### config.mk
export PLATFORM = sky130hd
export DESIGN_NAME = seeded_digit_shuffle_top
export DESIGN_NICKNAME = d
export VERILOG_FILES = /design/src/rtl/sds_pkg.sv /design/src/rtl/sds_ctrl.sv /design/src/rtl/sds_datapath.sv /design/src/rtl/seeded_digit_shuffle_top.sv
export SDC_FILE = /design/constraint.sdc
export NUM_CORES = 1
export LEC_CHECK = 0
export ABC_AREA = 1
export BUFFER_PORTS_ARGS = -buffer_cell sky130_fd_sc_hd__buf_4
export CAP_MARGIN = 5
export CORE_ASPECT_RATIO = 1.75
export CORE_MARGIN = 2
export CORE_UTILIZATION = 55
export CTS_BUF_LIST = sky130_fd_sc_hd__clkbuf_8
export DETAILED_ROUTE_END_ITERATION = 8
export PLACE_DENSITY = 0.72
export SKIP_CTS_REPAIR_TIMING = 1
export SLEW_MARGIN = 40
export SYNTH_ARGS = -nofsm -noshare
export SYNTH_HDL_FRONTEND = slang
export SYNTH_SLANG_ARGS = --single-unit
### constraint.sdc
create_clock -name clk -period 30.2 [get_ports clk]
set_clock_uncertainty 0.2 [all_clocks]
set_input_delay 6.04 -clock clk [delete_from_list [all_inputs] [get_ports clk]]
set_output_delay 6.04 -clock clk [all_outputs]
set_load 0.05 [all_outputs]
### src/rtl/sds_pkg.sv
// Shared types and constants for the seeded digit shuffle.
`timescale 1ns / 1ps
`default_nettype none
package sds_pkg;

	localparam int SEED_W    = 32;
	localparam int POS_W     = 4;
	localparam int DIGIT_W   = 4;
	localparam int CHUNK_W   = 8;
	localparam int CHUNK_NUM = SEED_W / CHUNK_W;
	localparam int CNT_W     = $clog2(CHUNK_NUM);

	localparam logic [SEED_W-1:0] LCG_MUL = 32'h0000_3498;
	localparam logic [SEED_W-1:0] LCG_ADD = 32'h0088_1234;

	typedef enum logic [2:0] {
		S_IDLE,
		S_FILL,
		S_LCG,
		S_MOD,
		S_READ,
		S_WR_P,
		S_WR_J,
		S_EMIT
	} state_t;

	// Commands from the controller, at most one at a time.
	typedef struct packed {
		logic load;
		logic fill;
		logic lcg;
		logic modr;
		logic read;
		logic wr_p;
		logic wr_j;
		logic emit;
	} dp_cmd_t;

	// Status from the datapath.
	typedef struct packed {
		logic pos_last;
		logic mod_last;
	} dp_sts_t;

endpackage
`default_nettype wire

### src/rtl/sds_ctrl.sv
// Sequencing state machine for the seeded digit shuffle.
`timescale 1ns / 1ps
`default_nettype none
module sds_ctrl (
	input  logic             clk,
	input  logic             arst_n,
	input  logic             start,
	output logic             busy,
	input  sds_pkg::dp_sts_t sts,
	output sds_pkg::dp_cmd_t cmd
);
	import sds_pkg::*;

	state_t state_q;
	state_t state_d;

	always_ff @(posedge clk or negedge arst_n) begin
		if (!arst_n) begin
			state_q <= S_IDLE;
		end else begin
			state_q <= state_d;
		end
	end

	always_comb begin
		state_d = state_q;
		cmd     = '0;
		case (state_q)
			S_IDLE: begin
				if (start) begin
					cmd.load = 1'b1;
					state_d  = S_FILL;
				end
			end
			S_FILL: begin
				cmd.fill = 1'b1;
				if (sts.pos_last) begin
					state_d = S_LCG;
				end
			end
			S_LCG: begin
				cmd.lcg = 1'b1;
				state_d = S_MOD;
			end
			S_MOD: begin
				cmd.modr = 1'b1;
				if (sts.mod_last) begin
					state_d = S_READ;
				end
			end
			S_READ: begin
				cmd.read = 1'b1;
				state_d  = S_WR_P;
			end
			S_WR_P: begin
				cmd.wr_p = 1'b1;
				state_d  = S_WR_J;
			end
			S_WR_J: begin
				cmd.wr_j = 1'b1;
				state_d  = sts.pos_last ? S_EMIT : S_LCG;
			end
			S_EMIT: begin
				cmd.emit = 1'b1;
				if (sts.pos_last) begin
					state_d = S_IDLE;
				end
			end
			default: begin
				state_d = S_IDLE;
			end
		endcase
	end

	assign busy = (state_q != S_IDLE);

endmodule
`default_nettype wire

### src/rtl/sds_datapath.sv
// Seed generator, remainder unit, digit table and result register.
`timescale 1ns / 1ps
`default_nettype none
module sds_datapath #(
	parameter int NUM_KEYS = 10
) (
	input  logic                         clk,
	input  logic                         arst_n,
	input  sds_pkg::dp_cmd_t             cmd,
	output sds_pkg::dp_sts_t             sts,
	input  logic [sds_pkg::SEED_W-1:0]   seed,
	output logic                         result_strobe,
	output logic [sds_pkg::POS_W-1:0]    position,
	output logic [sds_pkg::DIGIT_W-1:0]  digit,
	output logic                         last
);
	import sds_pkg::*;

	localparam int IDX_W = $clog2(NUM_KEYS);
	localparam int DIV_W = IDX_W + 1;
	localparam logic [IDX_W-1:0] LAST_POS = IDX_W'(NUM_KEYS - 1);

	// Remainder of one chunk of dividend bits, one bit per inner step.
	function automatic logic [IDX_W-1:0] fold_chunk(
		input logic [IDX_W-1:0]   r_in,
		input logic [CHUNK_W-1:0] chunk,
		input logic [DIV_W-1:0]   d
	);
		logic [DIV_W-1:0] t;
		logic [IDX_W-1:0] r;
		r = r_in;
		for (int i = CHUNK_W - 1; i >= 0; i--) begin
			t = {r, chunk[i]};
			if (t >= d) begin
				t = t - d;
			end
			r = t[IDX_W-1:0];
		end
		return r;
	endfunction

	logic [SEED_W-1:0]  seed_q;
	logic [IDX_W-1:0]   pos_q;
	logic [IDX_W-1:0]   rem_q;
	logic [CNT_W-1:0]   div_cnt_q;
	logic [DIGIT_W-1:0] rd_p_q;
	logic [DIGIT_W-1:0] rd_j_q;
	logic               strobe_s1;
	logic [IDX_W-1:0]   pos_s1;
	logic               last_s1;

	logic [DIGIT_W-1:0] tab_mem [NUM_KEYS];

	logic               pos_last;
	logic [IDX_W-1:0]   pos_inc;
	logic [DIV_W-1:0]   divisor;
	logic [CNT_W-1:0]   chunk_sel;
	logic [CHUNK_W-1:0] chunk;
	logic               mem_we;
	logic [IDX_W-1:0]   mem_wa;
	logic [DIGIT_W-1:0] mem_wd;

	assign pos_last  = (pos_q == LAST_POS);
	assign pos_inc   = pos_q + 1'b1;
	assign divisor   = {1'b0, pos_q} + 1'b1;
	assign chunk_sel = ~div_cnt_q;
	assign chunk     = seed_q[{chunk_sel, 3'b000} +: CHUNK_W];

	assign sts.pos_last = pos_last;
	assign sts.mod_last = (div_cnt_q == {CNT_W{1'b1}});

	always_ff @(posedge clk or negedge arst_n) begin
		if (!arst_n) begin
			pos_q     <= '0;
			div_cnt_q <= '0;
			strobe_s1 <= 1'b0;
		end else begin
			strobe_s1 <= cmd.emit;
			if (cmd.load) begin
				pos_q <= '0;
			end else if (cmd.fill) begin
				pos_q <= pos_last ? IDX_W'(1) : pos_inc;
			end else if (cmd.wr_j || cmd.emit) begin
				pos_q <= pos_last ? '0 : pos_inc;
			end
			if (cmd.lcg) begin
				div_cnt_q <= '0;
			end else if (cmd.modr) begin
				div_cnt_q <= div_cnt_q + 1'b1;
			end
		end
	end

	always_ff @(posedge clk) begin
		if (cmd.load) begin
			seed_q <= seed;
		end else if (cmd.lcg) begin
			seed_q <= LCG_ADD + seed_q * LCG_MUL;
		end
		if (cmd.lcg) begin
			rem_q <= '0;
		end else if (cmd.modr) begin
			rem_q <= fold_chunk(rem_q, chunk, divisor);
		end
		if (cmd.emit) begin
			pos_s1  <= pos_q;
			last_s1 <= pos_last;
		end
	end

	always_comb begin
		mem_we = 1'b0;
		mem_wa = pos_q;
		mem_wd = DIGIT_W'(pos_q);
		if (cmd.fill) begin
			mem_we = 1'b1;
		end else if (cmd.wr_p) begin
			mem_we = 1'b1;
			mem_wd = rd_j_q;
		end else if (cmd.wr_j) begin
			mem_we = 1'b1;
			mem_wa = rem_q;
			mem_wd = rd_p_q;
		end
	end

	always_ff @(posedge clk) begin
		if (mem_we) begin
			tab_mem[mem_wa] <= mem_wd;
		end
		if (cmd.read || cmd.emit) begin
			rd_p_q <= tab_mem[pos_q];
		end
		if (cmd.read) begin
			rd_j_q <= tab_mem[rem_q];
		end
	end

	assign result_strobe = strobe_s1;
	assign position      = POS_W'(pos_s1);
	assign digit         = rd_p_q;
	assign last          = last_s1;

endmodule
`default_nettype wire

### src/rtl/seeded_digit_shuffle_top.sv
// Top level of the seeded digit shuffle: controller plus datapath.
//
//   channel  | handshake             | fields
//   ---------+-----------------------+------------------------------
//   item in  | start, busy           | seed[31:0]
//   result   | result_strobe         | position[3:0], digit[3:0], last
//
// An item is taken on a clock edge with start high and busy low. It yields
// NUM_KEYS results on consecutive cycles, one strobe each, last on the final.
// Busy stays high from the accepting edge until the final result shows, so a
// new item is taken only once the previous one is through. That
// time comes from the table fill (one write port), and per shuffle step a
// seed update, a four-pass remainder unit (eight bits a pass) and a swap
// through the single-write-port digit table.
// Reset (arst_n low) clears the sequencer and the result strobe at once.
// The receiver cannot stall; each result is shown for exactly one cycle.
`timescale 1ns / 1ps
`default_nettype none
module seeded_digit_shuffle_top #(
	parameter int NUM_KEYS = 10
) (
	input  logic                         clk,
	input  logic                         arst_n,
	input  logic                         start,
	output logic                         busy,
	input  logic [sds_pkg::SEED_W-1:0]   seed,
	output logic                         result_strobe,
	output logic [sds_pkg::POS_W-1:0]    position,
	output logic [sds_pkg::DIGIT_W-1:0]  digit,
	output logic                         last
);
	import sds_pkg::*;

	// Command and status between the sequencer and the datapath.
	dp_cmd_t cmd;
	dp_sts_t sts;

	// Sequencer: fill, nine (NUM_KEYS-1) shuffle steps, then emit.
	sds_ctrl u_ctrl (
		.clk    (clk),
		.arst_n (arst_n),
		.start  (start),
		.busy   (busy),
		.sts    (sts),
		.cmd    (cmd)
	);

	// Datapath: hold the seed, advance it, reduce it, swap table entries.
	sds_datapath #(
		.NUM_KEYS (NUM_KEYS)
	) u_dp (
		.clk           (clk),
		.arst_n        (arst_n),
		.cmd           (cmd),
		.sts           (sts),
		.seed          (seed),
		.result_strobe (result_strobe),
		.position      (position),
		.digit         (digit),
		.last          (last)
	);

endmodule
`default_nettype wire

# After elaboration in Yosys (flattened, before gate mapping)
# Memory sizes are Yosys's and may differ from the RTL's. A register that Yosys moved wholly into a read port is not among the register bits.
# Cells that the tools add are included.
[classes]
order_cmp = 8
add_sub_neg = 12
n_eq_ne = 13
n_reduce_logical = 8
bitwise = 1
muxes = 57
n_mul = 1
n_shift = 1
[op_table]
columns = ["cell", "count"]
rows = [
  ["2-to-1 mux 4 bit", 33],
  ["2-to-1 mux 32 bit", 2],
  [">= comparator 5 bit", 8],
  ["adder 24 x 32 -> 32 bit, first input constant", 1],
  ["multiplier 32 x 11 -> 29 bit, second input constant", 1],
  ["variable part select 32 x 6 -> 8 bit", 1],
  ["subtractor 4 bit", 8],
  ["one-hot mux 3 bit (8 select lines)", 1],
  ["2-to-1 mux 3 bit", 5],
  ["2-to-1 mux 1 bit", 14],
  ["equality test 3 bit, second input constant", 4],
  ["equality test 3 x 2 -> 1 bit, second input constant", 2],
  ["nonzero test 3 bit", 2],
  ["adder 4 x 1 -> 5 bit, second input constant", 1],
  ["adder 4 x 1 -> 4 bit, second input constant", 1],
  ["equality test 4 bit, second input constant", 1],
  ["2-to-1 mux 2 bit", 2],
  ["!= test 2 x 1 -> 1 bit, second input constant", 2],
  ["!= test 2 bit, second input constant", 2],
  ["AND reduction 4 bit", 1],
  ["nonzero test 2 bit", 2],
  ["equality test 3 x 1 -> 1 bit, second input constant", 1],
  ["logical NOT 3 bit", 1],
  ["adder 2 x 1 -> 2 bit, second input constant", 1],
  ["3 further kinds", 4],
]
[word_totals]
ramBits = 40
output_inout_bits = 11
register_bits = 51
wordCells = 110
inputBits = 35
n_memories = 1
[mem_list]
columns = ["memory", "depth", "word_bits", "read_ports", "rd_clocked_by_memory_dff", "wr", "line_no", "text"]
rows = [
  ["u_dp.tab_mem", 10, 4, 2, 2, 1, "sds_datapath.sv:52", "logic [DIGIT_W-1:0] tab_mem [NUM_KEYS];"],
]

# Logic depth before layout (Yosys ltp)
[logic_depth]
word_depth = 32
depth_mapped = 78
ltp_nobuf = 78

# By module
# A second synthesis with hierarchy kept.
[hier_totals]
hier_cells = 1300
hier_area_um2 = 10884.2
[modules_own_cells]
columns = ["module", "area_each_um2", "n_inst", "cells_per_inst"]
rows = [
  ["sds_datapath", 10587.7, 1, 1252],
  ["sds_ctrl", 296.5, 1, 48],
]

# Worst setup path after synthesis
# No wires, ideal clock.
[synth_path]
path_type = "register -> register"
start = "register u_dp.pos_q[0]"
end = "register u_dp.rem_q[2]"
stages_incl_launch_ff = 65
path_buffers = 1
setup_time_ps = 113
setup_slack_ps = 20381
t_arrival_ps = 9505
synth_period_minus_slack_ps = 9819
cell_sequence = "dfrtp_1 inv_1 clkbuf_1 ha_1 inv_1 fa_1 nand2_1 nand2_1 ha_1 a21oi_1 inv_1 nor2_1 nand2_1 inv_2 nand2_2 nand2_8 nand2_1 o21ai_2 (+29 left out) nand2_1 inv_2 nand2_2 nand2_4 nor2_1 a32o_1 ha_1 nand2_1 nor2_1 a211oi_1 nand2_2 inv_2 o21ai_0 ha_1 a21oi_1 nand3_1 nand3_1 nand2_1"
[synth_via]
elab_chain_len = 31
[synth_lines]
columns = ["element", "line_no", "text"]
rows = [
  ["start: declaration", "sds_datapath.sv:43", "logic [IDX_W-1:0] pos_q;"],
  ["start signal: assignment", "sds_datapath.sv:82", "pos_q <= pos_last ? IDX_W'(1) : pos_inc;"],
  ["start signal: assignment", "sds_datapath.sv:84", "pos_q <= pos_last ? '0 : pos_inc;"],
  ["adder 4 x 1 -> 5 bit *", "sds_datapath.sv:65", "assign divisor = {1'b0, pos_q} + 1'b1;"],
  ["subtractor 4 bit / >= comparator 5 bit (equally long branches)", "sds_datapath.sv:35, sds_datapath.sv:34", ""],
  ["2-to-1 mux 4 bit", "sds_datapath.sv:34", "if (t >= d) begin"],
  ["2-to-1 mux 4 bit", "sds_datapath.sv:102", "end else if (cmd.modr) begin"],
  ["2-to-1 mux 4 bit", "sds_datapath.sv:100", "if (cmd.lcg) begin"],
  ["subtractor 4 bit / >= comparator 5 bit (equally long branches)", "sds_datapath.sv:35, sds_datapath.sv:34", ""],
  ["2-to-1 mux 4 bit", "sds_datapath.sv:34", ""],
  ["2-to-1 mux 4 bit", "sds_datapath.sv:102", ""],
  ["(+15 left out)", "--", ""],
  ["2-to-1 mux 4 bit", "sds_datapath.sv:102", ""],
  ["2-to-1 mux 4 bit", "sds_datapath.sv:100", ""],
  [">= comparator 5 bit / subtractor 4 bit (equally long branches)", "sds_datapath.sv:34, sds_datapath.sv:35", ""],
  ["2-to-1 mux 4 bit", "sds_datapath.sv:34", ""],
  ["2-to-1 mux 4 bit", "sds_datapath.sv:102", ""],
  ["2-to-1 mux 4 bit", "sds_datapath.sv:100", ""],
  ["subtractor 4 bit / >= comparator 5 bit (equally long branches)", "sds_datapath.sv:35, sds_datapath.sv:34", ""],
  ["2-to-1 mux 4 bit *", "sds_datapath.sv:34", ""],
  ["end signal: assignment", "sds_datapath.sv:103", "rem_q <= fold_chunk(rem_q, chunk, divisor);"],
  ["end: declaration", "sds_datapath.sv:44", "logic [IDX_W-1:0] rem_q;"],
]
# Every way passes the cells marked *; elsewhere a longest branch is shown, timed or not. The select of a mux whose other input is x is not followed.
# A chain may end at the register's enable or synchronous reset.

# Worst setup path in the final report
[layout_path]
start = "register u_dp.div_cnt_q[0]"
end = "register u_dp.rem_q[2]"
[layout_via]
elab_chain_len = 32
[layout_lines]
columns = ["element", "line_no", "text"]
rows = [
  ["start: declaration", "sds_datapath.sv:45", "logic [CNT_W-1:0] div_cnt_q;"],
  ["start signal: assignment", "sds_datapath.sv:89", "div_cnt_q <= div_cnt_q + 1'b1;"],
  ["inverter 2 bit *", "sds_datapath.sv:66", "assign chunk_sel = ~div_cnt_q;"],
  ["variable part select 32 x 6 -> 8 bit *", "sds_datapath.sv:67", "assign chunk = seed_q[{chunk_sel, 3'b000} +: CHUNK_W];"],
  ["subtractor 4 bit / >= comparator 5 bit (equally long branches)", "sds_datapath.sv:35, sds_datapath.sv:34", ""],
  ["2-to-1 mux 4 bit", "sds_datapath.sv:34", ""],
  ["2-to-1 mux 4 bit", "sds_datapath.sv:102", ""],
  ["2-to-1 mux 4 bit", "sds_datapath.sv:100", ""],
  ["subtractor 4 bit / >= comparator 5 bit (equally long branches)", "sds_datapath.sv:35, sds_datapath.sv:34", ""],
  ["2-to-1 mux 4 bit", "sds_datapath.sv:34", ""],
  ["(+16 left out)", "--", ""],
  ["2-to-1 mux 4 bit", "sds_datapath.sv:102", ""],
  ["2-to-1 mux 4 bit", "sds_datapath.sv:100", ""],
  [">= comparator 5 bit / subtractor 4 bit (equally long branches)", "sds_datapath.sv:34, sds_datapath.sv:35", ""],
  ["2-to-1 mux 4 bit", "sds_datapath.sv:34", ""],
  ["2-to-1 mux 4 bit", "sds_datapath.sv:102", ""],
  ["2-to-1 mux 4 bit", "sds_datapath.sv:100", ""],
  ["subtractor 4 bit / >= comparator 5 bit (equally long branches)", "sds_datapath.sv:35, sds_datapath.sv:34", ""],
  ["2-to-1 mux 4 bit *", "sds_datapath.sv:34", ""],
]
# Marked as above.

==> qor.yml <==
clocking:
  clock-sinks: 99
  numCtsBuffers: 9
  cts.htree.levels: 3
  clk_latency_ns: 0.40
  cts_root_buffer: "clkbuf_8"
  clk_pin_slew_ns: 0.11
  cts_tree: "built"
  cts_buffer_depth: 2
worst_setup_path:
  rr_worst_depth: 68
  cp.arrival_ns: 11.66
  critPathMostFrequentCell: "nand2_1"
  end_kind: "register"
  r2r-end: "u_dp.rem_q[2]"
  crit_slowest_cell: "dfrtp_1"
  critPathLaunch: "u_dp.div_cnt_q[0]"
  cp.required_ns: 30.30
  worstSetupPathType: "register to register"
  start_kind: "register"
  slowest_delay_ns: 0.59
  r2r_start: "u_dp.div_cnt_q[0]"
  reg2reg_slack_ns: 18.65
  cp_max_fo: 23
synth:
  ys_types: 49
  synth-seq-area-share: 0.268
  synth_ff_type: "edfxtp_1"
  syn_area_sq_mm: 0.0108
  yosysWarnings: 0
  syn_inst: 1276
  async_reset_ff_frac: 0.101
  synth_edf_count: 85
  ys_ff_latch: 99
  synth_area_per_cell_sq_um: 8.44
  syn_nets: 1505
timing:
  setup_slack_ns: 18.65
  hold_violations: 0
  period_needed_ns: 11.55
  rsz0062_at_grt: "no"
  setup_viol: 0
  fmaxAchievable_mhz: 86.5
  period_share: 0.383
  worst_pin_slew_ns: 0.812
  drv_slew: 0
  setup_tns_ns: 0
  max-slew-margin-rel: 0.455
die:
  die_x_um: 110
  io_pins: 46
  die-area_sq_mm: 0.0207
  core_area_sq_mm: 0.0192
  num_rows: 67
  start_util: 0.561
  die_h_um: 189
grt:
  grt_pass1_vias: 9106
  grt_max_degree: 45
  grt_pass1_wl_um: 43700
  grt_usage: 0.274
  antenna_found_initial: 0
  grt_remaining_overflow: 0
finish:
  fill_cells: 1704
  diodes: 0
  final_nets: 1545
  final_cell_mix: "inv_1 (232), nand2_1 (183), o21ai_0 (121), ha_1 (107), nor2_1 (102)"
  stdcell_count: 1562
  areaGrowthSynthToFinish_pct: 7.45
  drive_above_1_share: 0.0961
  final_common_cell: "inv_1"
min_path:
  whs_endpoint: "u_ctrl.state_q[0]"
  hold_path_class: "register to register"
  hp-start: "u_ctrl.state_q[0]"
  hold_depth: 2
routing:
  wl_um: 26300
  wl_per_cell_um: 16.8
  drc: 0
  vias: 8671
  final_antenna_net_count: 0
  first_pass_iters: 5
  drt_iter0_markers: 390
  vias_per_cell: 5.55
place:
  pre_cts_ws_ns: 18.81
  io_buffers: 45
  hpwlAfterDp_um: 21600
  gp_congestion: 0.900
  dp.cells: 1546
job:
  cap_violations: 0
run_status:
  status: "finished clean"
power:
  power.density_mw_per_mm2: 20.7
  ir_worst_vdd_uv: 18.0
  p_leak_uw: 0.00554
[power breakdown]
group          internal [uW]  switching, uW
logic                   2.76          0.950
registers                146              0
clock network           32.2           56.8
[registers in the layout, summed over array words and instances (netlist names)]
| register | flops |
|---|---|
| u_dp.result_strobe | 1 |
| u_dp.seed_q | 32 |
| u_dp.pos_q | 4 |
| u_dp.rem_q | 4 |
| u_dp.tab_mem | 40 |
| u_dp.last | 1 |
| u_ctrl.state_q | 3 |
| u_dp.rd_j_q | 4 |
| u_dp.div_cnt_q | 2 |
| u_dp.digit | 4 |
| u_dp.position | 4 |
[worst max-delay path, delay by kind of cell, from the launching register on]
kind                       cells  cell delay [ns]
AOI/OAI and AO/OA             15             3.81
and+or+nand+nor               32             3.15
adders and majority gates      9             2.49
buffers and inverters         12             1.21
DFF                            1             0.59
[cells in the mapped netlist (2+ instances only)]
master	number	area, sq um
inv_1	232	871
nand2_1	183	687
o21ai_0	122	611
ha_1	107	1340
nor2_1	103	387
fa_1	87	1740
edfxtp_1	85	2550
a21oi_1	64	320
nand3_1	62	310
xor2_1	36	315
xnor2_1	25	219
clkbuf_1	19	71.3
nand2_2	19	119
o211ai_1	12	90.1
dfrtp_1	10	250
inv_2	9	33.8
nand4_1	9	56.3
nand2_4	8	90.1
nor3_1	8	40.0
nand3_2	7	70.1
o22ai_1	7	43.8
o21bai_1	6	45.0
or2_2	6	37.5
o31ai_1	5	37.5
dfxtp_1	4	80.1
o21a_1	4	30.0
a211oi_1	3	22.5
a21o_1	3	22.5
buf_2	3	15.0
nor4_1	3	18.8
o221ai_1	3	26.3
o32ai_1	3	26.3
buf_1	2	7.51
nand4_2	2	25.0
[cell families after synthesis]
logic type,after synthesis,synth area share
AND/OR/NAND/NOR,416,0.177
XOR/XNOR,61,0.0496
multiplexers,1,0.000930
flip-flops,99,0.268
AO/OA/AOI/OAI,239,0.124
buffers and inverters,266,0.0938
adder cells (fa/ha/maj),194,0.286
[final cells by class]
cell class	instances	area, sq um	share of cell area
Timing Repair Buffer	54	405	0.0350
Clock buffer	9	124	0.0107
Sequential cell	99	2880	0.249
Multi-Input combinational cell	911	6880	0.595
Clock inverter	7	67.6	0.00584
Inverter	241	905	0.0782
Tap cell	241	302	0.0261
[per-layer routing]
| layer | global-route usage | vias up | wire length, um |
|---|---|---|---|
| met1 | 0.282 | 4120 | 9130 |
| met5 | 0 | - | 0 |
| li1 | - | 4256 | - |
| met4 | 0.147 | 0 | 1460 |
| met2 | 0.519 | 215 | 14900 |
| met3 | 0.0324 | 80 | 744 |
[worst max-delay path by stage]
stage	endpoint
finish	u_dp.rem_q[2]
global route	u_dp.rem_q[0]
CTS	u_dp.rem_q[2]
detailed placement	u_dp.rem_q[2]
global placement	u_dp.rem_q[1]
floorplan	u_dp.rem_q[2]
[per-stage QoR]
stage	power [uW]	instance area, sq um	hold WS, ns	utilization
after floorplan	149	10800	0.220	-
after global placement	153	11400	0.345	0.592
after detailed placement	153	11400	0.362	0.593
after CTS	240	11600	0.391	0.602
after global routing	245	11600	0.421	0.602
final	239	11600	0.393	0.602
Power figures use the tool's default switching activity.
